$ cat config.mk
export PLATFORM = sky130hd
export DESIGN_NAME = midpoint_line_rasterizer
export DESIGN_NICKNAME = d
export VERILOG_FILES = /design/src/design/mlr_pkg.sv /design/src/design/mlr_setup.sv /design/src/design/mlr_step.sv /design/src/design/midpoint_line_rasterizer.sv
export SDC_FILE = /design/constraint.sdc
export NUM_CORES = 1
export LEC_CHECK = 0
export ABC_AREA = 1
export ABC_CLOCK_PERIOD_IN_PS = 5800
export BUFFER_PORTS_ARGS = -buffer_cell sky130_fd_sc_hd__buf_4
export CAP_MARGIN = 20
export CORE_UTILIZATION = 40
export DETAILED_ROUTE_END_ITERATION = 16
export GPL_TIMING_DRIVEN = 0
export SETUP_SLACK_MARGIN = 0.02
export SLEW_MARGIN = 20
export SYNTH_ARGS = -nofsm -noshare
export SYNTH_HDL_FRONTEND = slang
export SYNTH_HIERARCHICAL = 1
export SYNTH_SLANG_ARGS = --single-unit
$ cat constraint.sdc
create_clock -name clk -period 5.8 [get_ports clk]
set_input_delay 0.58 -clock clk [delete_from_list [all_inputs] [get_ports clk]]
set_output_delay 0.58 -clock clk [all_outputs]
set_load 0.01 [all_outputs]
$ cat src/design/mlr_pkg.sv
// Shared types and constants for the midpoint line rasterizer.
// Used by mlr_setup, mlr_step and midpoint_line_rasterizer; depends on nothing.
`timescale 1ns / 1ps

package mlr_pkg;

  // Coordinate width of every endpoint and pixel.
  localparam int COORD_BITS = 10;
  // Decision variable width: it stays within (-2*major, 2*minor].
  localparam int DEC_BITS   = COORD_BITS + 2;

  // Request command codes.
  localparam logic CMD_START   = 1'b0;
  localparam logic CMD_ADVANCE = 1'b1;

  typedef struct packed {
    logic                  cmd;
    logic [COORD_BITS-1:0] x_start;
    logic [COORD_BITS-1:0] y_start;
    logic [COORD_BITS-1:0] x_end;
    logic [COORD_BITS-1:0] y_end;
  } mlr_in_t;

  typedef struct packed {
    logic [COORD_BITS-1:0] pixel_x;
    logic [COORD_BITS-1:0] pixel_y;
    logic                  pixel_valid;
    logic                  last_pixel;
  } mlr_out_t;

  // Walk state of the line being drawn, folded into the first octant.
  typedef struct packed {
    logic                       active;
    logic                       steep;
    logic                       leftward;
    logic [COORD_BITS-1:0]      origin_x;
    logic [COORD_BITS-1:0]      origin_y;
    logic [COORD_BITS-1:0]      major_len;
    logic [COORD_BITS-1:0]      major_step;
    logic [COORD_BITS-1:0]      minor_step;
    logic signed [DEC_BITS-1:0] decision;
    logic [COORD_BITS:0]        inc_straight;
    logic signed [DEC_BITS-1:0] inc_diagonal;
  } mlr_line_t;

endpackage

$ cat src/design/mlr_setup.sv
// Line setup: orders the endpoints, folds the line into the first octant
// and produces the first pixel. Depends on mlr_pkg.
`timescale 1ns / 1ps

module mlr_setup (
  input  mlr_pkg::mlr_in_t   item,
  output mlr_pkg::mlr_line_t line,
  output mlr_pkg::mlr_out_t  pixel
);
  import mlr_pkg::*;

  logic                  swap;
  logic [COORD_BITS-1:0] xa, ya, xb, yb;
  logic [COORD_BITS-1:0] adx, dy, maj, mnr;
  logic                  leftward, steep;

  always_comb begin
    // Draw every line with y non-decreasing.
    swap = (item.y_end < item.y_start);
    xa   = swap ? item.x_end   : item.x_start;
    ya   = swap ? item.y_end   : item.y_start;
    xb   = swap ? item.x_start : item.x_end;
    yb   = swap ? item.y_start : item.y_end;

    leftward = (xb < xa);
    adx      = leftward ? (xa - xb) : (xb - xa);
    dy       = yb - ya;
    // An exact diagonal is not steep.
    steep    = (dy > adx);
    maj      = steep ? dy  : adx;
    mnr      = steep ? adx : dy;

    line.active       = (maj != '0);
    line.steep        = steep;
    line.leftward     = leftward;
    line.origin_x     = xa;
    line.origin_y     = ya;
    line.major_len    = maj;
    line.major_step   = '0;
    line.minor_step   = '0;
    line.decision     = $signed({1'b0, mnr, 1'b0} - {2'b00, maj});
    line.inc_straight = {mnr, 1'b0};
    line.inc_diagonal = $signed({1'b0, mnr, 1'b0} - {1'b0, maj, 1'b0});

    pixel.pixel_x     = xa;
    pixel.pixel_y     = ya;
    pixel.pixel_valid = 1'b1;
    pixel.last_pixel  = (maj == '0);
  end

endmodule

$ cat src/design/mlr_step.sv
// One midpoint step: updates the decision variable and emits the next pixel.
// Depends on mlr_pkg.
`timescale 1ns / 1ps

module mlr_step (
  input  mlr_pkg::mlr_line_t line,
  output mlr_pkg::mlr_line_t line_nxt,
  output mlr_pkg::mlr_out_t  pixel
);
  import mlr_pkg::*;

  logic                  go_straight;
  logic [COORD_BITS-1:0] major_nxt, minor_nxt, along_x, along_y;
  logic                  last;

  always_comb begin
    // Ties take the straight step.
    go_straight = line.decision[DEC_BITS-1] || (line.decision == '0);
    major_nxt   = line.major_step + 1'b1;
    minor_nxt   = go_straight ? line.minor_step : (line.minor_step + 1'b1);
    along_x     = line.steep ? minor_nxt : major_nxt;
    along_y     = line.steep ? major_nxt : minor_nxt;
    last        = (major_nxt >= line.major_len);

    line_nxt = line;
    pixel    = '0;
    if (line.active) begin
      line_nxt.decision   = go_straight ?
                            (line.decision + $signed({1'b0, line.inc_straight})) :
                            (line.decision + line.inc_diagonal);
      line_nxt.major_step = major_nxt;
      line_nxt.minor_step = minor_nxt;
      line_nxt.active     = !last;
      pixel.pixel_x       = line.leftward ? (line.origin_x - along_x) :
                                            (line.origin_x + along_x);
      pixel.pixel_y       = line.origin_y + along_y;
      pixel.pixel_valid   = 1'b1;
      pixel.last_pixel    = last;
    end
  end

endmodule

$ cat src/design/midpoint_line_rasterizer.sv
// Flow: an accepted request waits in the input register; its result is presented
//   from the result register. Throughput: one request, one pixel per cycle while
//   out_ready is high; the combinational walk update between the registers sets it.
// Reset: rst_n is synchronous and active low; it empties both registers and
//   drops any active line. An advance before the first start gives an invalid pixel.
`timescale 1ns / 1ps

module midpoint_line_rasterizer (
  input  logic              clk,
  input  logic              rst_n,
  input  logic              in_valid,
  output logic              in_ready,
  input  mlr_pkg::mlr_in_t  in_data,
  output logic              out_valid,
  input  logic              out_ready,
  output mlr_pkg::mlr_out_t out_data
);
  import mlr_pkg::*;

  // Input register: holds one accepted request until its result is computed.
  logic      in_vld_r;
  mlr_in_t   in_item_r;
  // Walk state of the current line.
  mlr_line_t line_r, line_nxt;
  // Result register.
  logic      out_vld_r;
  mlr_out_t  out_r;

  mlr_line_t setup_line, step_line;
  mlr_out_t  setup_pixel, step_pixel, pixel_nxt;
  logic      move;

  // The request in the input register is processed in the cycle its result
  // can be written, which is whenever the result register is empty or being
  // drained. The walk state advances in that same cycle, so each request
  // sees the state left by the one before it.
  assign move     = in_vld_r && (!out_vld_r || out_ready);
  assign in_ready = !in_vld_r || move;

  mlr_setup u_setup (
    .item  (in_item_r),
    .line  (setup_line),
    .pixel (setup_pixel)
  );

  mlr_step u_step (
    .line     (line_r),
    .line_nxt (step_line),
    .pixel    (step_pixel)
  );

  // A start replaces any line still in progress.
  always_comb begin
    if (in_item_r.cmd == CMD_START) begin
      line_nxt  = setup_line;
      pixel_nxt = setup_pixel;
    end else begin
      line_nxt  = step_line;
      pixel_nxt = step_pixel;
    end
  end

  always_ff @(posedge clk) begin
    if (!rst_n) begin
      in_vld_r      <= 1'b0;
      out_vld_r     <= 1'b0;
      line_r.active <= 1'b0;
    end else begin
      if (in_ready) begin
        in_vld_r <= in_valid;
      end
      if (move) begin
        out_vld_r <= 1'b1;
        line_r    <= line_nxt;
      end else if (out_ready) begin
        out_vld_r <= 1'b0;
      end
    end
  end

  // Payload registers carry no reset.
  always_ff @(posedge clk) begin
    if (in_ready && in_valid) begin
      in_item_r <= in_data;
    end
    if (move) begin
      out_r <= pixel_nxt;
    end
  end

  assign out_valid = out_vld_r;
  assign out_data  = out_r;

`ifndef NO_ASSERTIONS
  // An active line never has walked past its length.
  a_step_in_range: assert property (@(posedge clk) disable iff (!rst_n)
    line_r.active |-> (line_r.major_step < line_r.major_len))
    else $error("active line has no steps left");

  // The minor axis never moves more often than the major axis.
  a_minor_le_major: assert property (@(posedge clk) disable iff (!rst_n)
    line_r.active |-> (line_r.minor_step <= line_r.major_step))
    else $error("minor step count exceeds major step count");

  // Emitting the final pixel ends the line.
  a_last_ends_line: assert property (@(posedge clk) disable iff (!rst_n)
    (move && pixel_nxt.last_pixel) |=> !line_r.active)
    else $error("line still active after its last pixel");

  // An advance with no line gives an all-zero result.
  a_empty_result: assert property (@(posedge clk) disable iff (!rst_n)
    (out_vld_r && !out_r.pixel_valid) |->
      ((out_r.pixel_x == '0) && (out_r.pixel_y == '0) && !out_r.last_pixel))
    else $error("result without a pixel carries data");
`endif

endmodule

# ---- Word level (Yosys, flattened, before mapping)
# Index checks and enable logic that the tools add are counted.
dict set report totals {
  mem_bits_rw 0
  rom_bits 0
  output_inout_bits 24
  reg_bits 152
  latch_bits 0
  memories 0
  input_bits 45
}
dict set report op_classes {
  n_div 0
  n_reduce_logical 14
  order_cmp 4
  n_mul 0
  addsub 12
  bitwise 1
  shifts 0
  n_mux 19
  n_eq_ne 1
}
# operator count
set op_table {}
lappend op_table {{two-way mux 10 bit} 11}
lappend op_table {{two-way mux 88 bit} 1}
lappend op_table {{two-way mux 22 bit} 2}
lappend op_table {{subtractor 10 bit} 4}
lappend op_table {{two-way mux 32 bit} 1}
lappend op_table {{adder 12 bit} 2}
lappend op_table {{adder 10 x 1 -> 10 bit, second input constant} 2}
lappend op_table {{adder 10 bit} 2}
lappend op_table {{< comparator 10 bit} 2}
lappend op_table {{logical NOT 12 bit} 1}
lappend op_table {{two-way mux 12 bit} 1}
lappend op_table {{subtractor 11 x 10 -> 12 bit} 1}
lappend op_table {{subtractor 11 x 11 -> 12 bit} 1}
lappend op_table {{>= comparator 10 bit} 1}
lappend op_table {{greater-than comparator 10 bit} 1}
lappend op_table {{logical NOT 10 bit} 1}
lappend op_table {{nonzero test 10 bit} 1}
lappend op_table {{AND reduction 3 bit} 2}
lappend op_table {{logical NOT 1 bit} 3}
lappend op_table {{logical OR 1 bit} 3}
lappend op_table {{two-way mux 1 bit} 3}
lappend op_table {{logical AND 1 bit} 2}
lappend op_table {{inequality test 2 x 1 -> 1 bit, second input constant} 1}
lappend op_table {{nonzero test 2 bit} 1}
lappend op_table {{inverter 1 bit} 1}

# ---- Logic depth before layout (Yosys ltp)
dict set report logic_depth {
  ltp_word 8
  mapped_depth 46
  depth_no_buf 44
}

# ---- By module
# The synthesis kept the hierarchy.
# module area_each_um2 seq_area_each_um2 cells_per_inst n_inst
set modules_own_cells {}
lappend modules_own_cells {midpoint_line_rasterizer 5990.7 4564.4 293 1}
lappend modules_own_cells {mlr_setup 4151.5 0.0 784 1}
lappend modules_own_cells {mlr_step 3614.7 0.0 662 1}

# ---- Worst setup path before layout
# No wires, ideal clock.
dict set report synth_path {
  path_kind {register -> register}
  start {reg in_item_r[5] (netlist name)}
  end {reg line_r[33] (netlist name) (data pin)}
  arrival_ns 5.240
  path_slack_ns 0.300
  setup_time_ns 0.260
  path_stages_with_launch 41
  t_required_ns 5.540
  path_cell_list {edfxtp_1 ha_1 nand2_2 inv_1 nand2_1 nand2_1 nand2_2 nand3_4 buf_12 buf_6 nand2_1 nand3_1 ha_1 inv_1 nand2_1 nand2_1 nand3_1 nand2_1 [5 not listed] nand2_1 nor2_1 o211ai_1 o2111ai_1 nand2_1 inv_1 clkbuf_1 nand3_1 nand2_1 ha_1 a21o_1 a21oi_1 nor2_1 nor2_1 nand2_1 nand2_1 nand2_1 mux2_2}
}
# element line_no
set synth_rtl {}
lappend synth_rtl {{from (decl)} midpoint_line_rasterizer.sv:22} ;# mlr_in_t in_item_r;
lappend synth_rtl {{from (signal assigned)} midpoint_line_rasterizer.sv:84} ;# in_item_r <= in_data;
lappend synth_rtl {{to (signal assigned)} midpoint_line_rasterizer.sv:74} ;# line_r <= line_nxt;
lappend synth_rtl {{to (decl)} midpoint_line_rasterizer.sv:24} ;# mlr_line_t line_r, line_nxt;

==> flow_summary.json <==
{
  "power_leakage_nw": 7.771,
  "synthAdderAreaFrac_pct": 7.258,
  "fin_crit_sh_pct": 95.09,
  "drc": 0,
  "fillerInstances": 3239,
  "port_buffers": 68,
  "switchingPower_mw": 2.541,
  "comb_power_share_pct": 57.3,
  "cp.arrival_ns": 5.70,
  "synth_xor_area_share_pct": 2.710,
  "clockBufferDepth": 2,
  "r2r_slack_ns": 0.28,
  "die_area_sq_mm": 0.03514,
  "diodes": 0,
  "ys_types": 55,
  "synth_edf_count": 150,
  "synth.area.mux_share_pct": 8.922,
  "yosysSeqAreaShare_pct": 33.18,
  "dp.cells": 2280,
  "worstSetupEndpointType": "flip-flop",
  "wl_met3_um": 1106,
  "setup_viol": 0,
  "yosys.area.top_type": "edfxtp_1",
  "synth_area_leaders": "edfxtp_1, nand2_1, mux2_2",
  "fp.dieW_um": 187.5,
  "start_util_pct": 40.82,
  "hold_buffers": 0,
  "drtIter0Drc": 778,
  "layout-drive-gt1-share_pct": 29.53,
  "reg2reg_to": "line_r[33]",
  "cp_slowest_cell": "edfxtp_1",
  "placed_cell_area_sq_mm": 0.01500,
  "regArea_sq_mm": 0.004564,
  "cts.htree.levels": 4,
  "p_clk_share_pct": 19.4,
  "hp-start": "in_data[7]",
  "postRouteAntennaNets": 0,
  "p_int_mw": 3.611,
  "grt_max_degree": 40,
  "grt_pass1_vias": 11020,
  "ys_warn_count": 6,
  "grt_first_pass_wirelength_um": 58740,
  "die_height_um": 187.5,
  "worst-endpoint-required_ns": 5.99,
  "core-area_sq_mm": 0.03370,
  "cts_sinks": 153,
  "layout_commonest_cell": "nand2_1",
  "cts-buffers-inserted": 17,
  "clock_latency_ns": 0.44,
  "syn_avg_cell_area_sq_um": 7.911,
  "hold_viol": 0,
  "finalInstanceArea_sq_mm": 0.01654,
  "final_util_pct": 49.08,
  "gp_congestion": 0.9113,
  "synth_top_flop_cell": "edfxtp_1",
  "grt_remaining_overflow": 0,
  "final.setup_skew_ns": 0.01221,
  "r2r_start": "in_item_r[28]",
  "cp-start-kind": "flip-flop",
  "vdd_drop_max_mv": 0.3154,
  "p_per_area_mw_per_mm2": 371.9,
  "synth_top_family_by_area": "simple AND/OR/NAND/NOR gates",
  "timing.fmax_mhz": 181.3,
  "synthArstFlopShare_pct": 0,
  "wl_met2_um": 18390,
  "fin_crit_ns": 5.515,
  "wirelength_um": 37170,
  "nets": 2013,
  "worstMarginPinSlew_ns": 0.9161,
  "synth_compound_area_share_pct": 8.931,
  "vias_per_cell": 4.914,
  "routed.top_layer": "met4",
  "final_cell_mix": "nand2_1, inv_1, buf_4",
  "cts_tree": "built",
  "final_max_slew_viol_count": 0,
  "detailed_place_hpwl_um": 28920,
  "drt_pass1_iterations": 5,
  "syn_to_final_growth_pct": 20.24,
  "reg2reg_depth": 39,
  "timing.max_cap.violations": 0,
  "vias": 11550,
  "stdcell_count": 2351,
  "status": "finished clean",
  "path_clk_slew_ns": 0.07,
  "wl_per_cell_um": 15.81,
  "ioPinCount": 69,
  "num_rows": 67,
  "switching_share_pct": 41.30,
  "synth_top_area_share_pct": 32.74,
  "critPathKind": "flip-flop to flip-flop",
  "slew_headroom_pct": 38.86,
  "multiInputGateArea_sq_mm": 0.007923,
  "synth-seq-cells": 153,
  "path_max_fanout": 10,
  "whs_path_depth": 1,
  "track_usage_pct": 21.27,
  "wl_met1_um": 17210,
  "cpPeakStageDelay_ns": 0.44,
  "seq_power_share_pct": 23.2,
  "netlist_area_sq_mm": 0.01376,
  "syn_inst": 1739,
  "antenna_found_initial": 0,
  "timing.hold.worst_endpoint": "in_item_r[7]",
  "path_common_cell": "nand2_2",
  "root_buffer": "clkbuf_16",
  "synth-simple-area-share_pct": 24.86,
  "worstHoldPathType": "input port to flip-flop"
}
## flip-flops by register name, indices dropped and copies added, names as in the netlist
| name | flops |
|---|---|
| out_data | 22 |
| in_item_r | 41 |
| in_vld_r | 1 |
| line_r | 88 |
| out_valid | 1 |
## through the flow
| stage | hold slack, ns | total power, mW | setup WS [ns] | TNS (ns) |
|---|---|---|---|---|
| floorplan | 0.5151 | 3.592 | 0.2998 | 0 |
| global placement | 0.4914 | 4.295 | -1.560 | -155.64 |
| detailed placement | 0.5093 | 4.334 | -1.229 | -20.77 |
| CTS | 0.2886 | 5.734 | 0.02435 | 0 |
| global route | 0.2835 | 6.568 | -0.01214 | -0.02048 |
| finish | 0.3128 | 6.152 | 0.2849 | 0 |
## worst max path at each step
stage                        startpoint    endpoint  slack, ns  depth (start not counted)
after global routing       in_item_r[2]  line_r[33]      -0.01                         39
after detailed placement   in_item_r[5]  line_r[33]      -1.23                         38
after global placement        out_ready   line_r[1]      -1.56                          5
after CTS                 in_item_r[25]  line_r[33]       0.02                         42
after floorplan            in_item_r[5]  line_r[33]       0.30                         40
final                     in_item_r[28]  line_r[33]       0.28                         39
## per-layer routing
metal / vias to the layer above / track usage (%)
li1: 5928 / -
met1: 5405 / 27.84
met2: 195 / 36.76
met3: 25 / 3.021
met4: 0 / 5.253
met5: - / 0
## what timing repair did
action,4_1_cts,5_1_grt
pin swaps,5,23
setup buffers,8,28
resized for setup,46,86
gates cloned,0,3
endpoints found under the setup margin,26,20
## cell families after synthesis
group,after synthesis
XOR/XNOR,40
AO/OA/AOI/OAI,206
flip-flops,153
adder cells (fa/ha/maj),78
other,2
multiplexers,109
buffers and inverters,365
AND/OR/NAND/NOR,786
## synth_stat cells, types with 3 or more instances
| master | number |
|---|---|
| mux2_2 | 109 |
| nand2_2 | 32 |
| and2_1 | 5 |
| buf_2 | 6 |
| xor2_1 | 32 |
| xnor2_1 | 5 |
| o2111ai_1 | 3 |
| a21oi_1 | 59 |
| edfxtp_1 | 150 |
| nand3_2 | 4 |
| nor2_4 | 4 |
| dfxtp_1 | 3 |
| a21oi_2 | 5 |
| a31oi_1 | 3 |
| buf_12 | 3 |
| o21a_1 | 3 |
| clkbuf_1 | 12 |
| o21ai_1 | 19 |
| a21boi_0 | 5 |
| nand4_1 | 18 |
| ha_1 | 75 |
| buf_6 | 13 |
| o211ai_1 | 4 |
| buf_4 | 102 |
| inv_2 | 11 |
| nand3_1 | 113 |
| nand2_1 | 498 |
| nor3_1 | 17 |
| xor2_2 | 3 |
| or2_2 | 7 |
| o21ai_0 | 73 |
| fa_1 | 3 |
| o31ai_1 | 3 |
| inv_1 | 213 |
| o21ai_2 | 17 |
| nor2_1 | 75 |
| nor2_2 | 5 |
## cell type report
cell class              count  area share [%]
multi-input cells        1242           47.90
flip-flops and latches    153           27.59
plain buffers             139           6.823
repair buffers            111           5.477
inverters                 226           5.144
well taps                 448           3.389
clock buffers              19           2.617
clock inverters            13           1.059
## power by group through the flow
stage | registers, mW | logic [mW] | clock network, mW
2_1_floorplan | 1.45 | 2.15 | 0
3_3_place_gp | 1.46 | 2.84 | 0
3_5_place_dp | 1.45 | 2.88 | 0
4_1_cts | 1.43 | 3.08 | 1.22
5_1_grt | 1.44 | 3.87 | 1.26
6_report | 1.43 | 3.53 | 1.20
## critical path, delay by kind of cell (launching register included)
family / cells / cell delay [ns]
DFF: 1 / 0.44
AOI/OAI and AO/OA: 6 / 1.01
buffers and inverters: 8 / 0.95
and+or+nand+nor: 20 / 1.70
adders and majority gates: 4 / 0.88
muxes: 1 / 0.25
(Power assumes the default switching activity.)
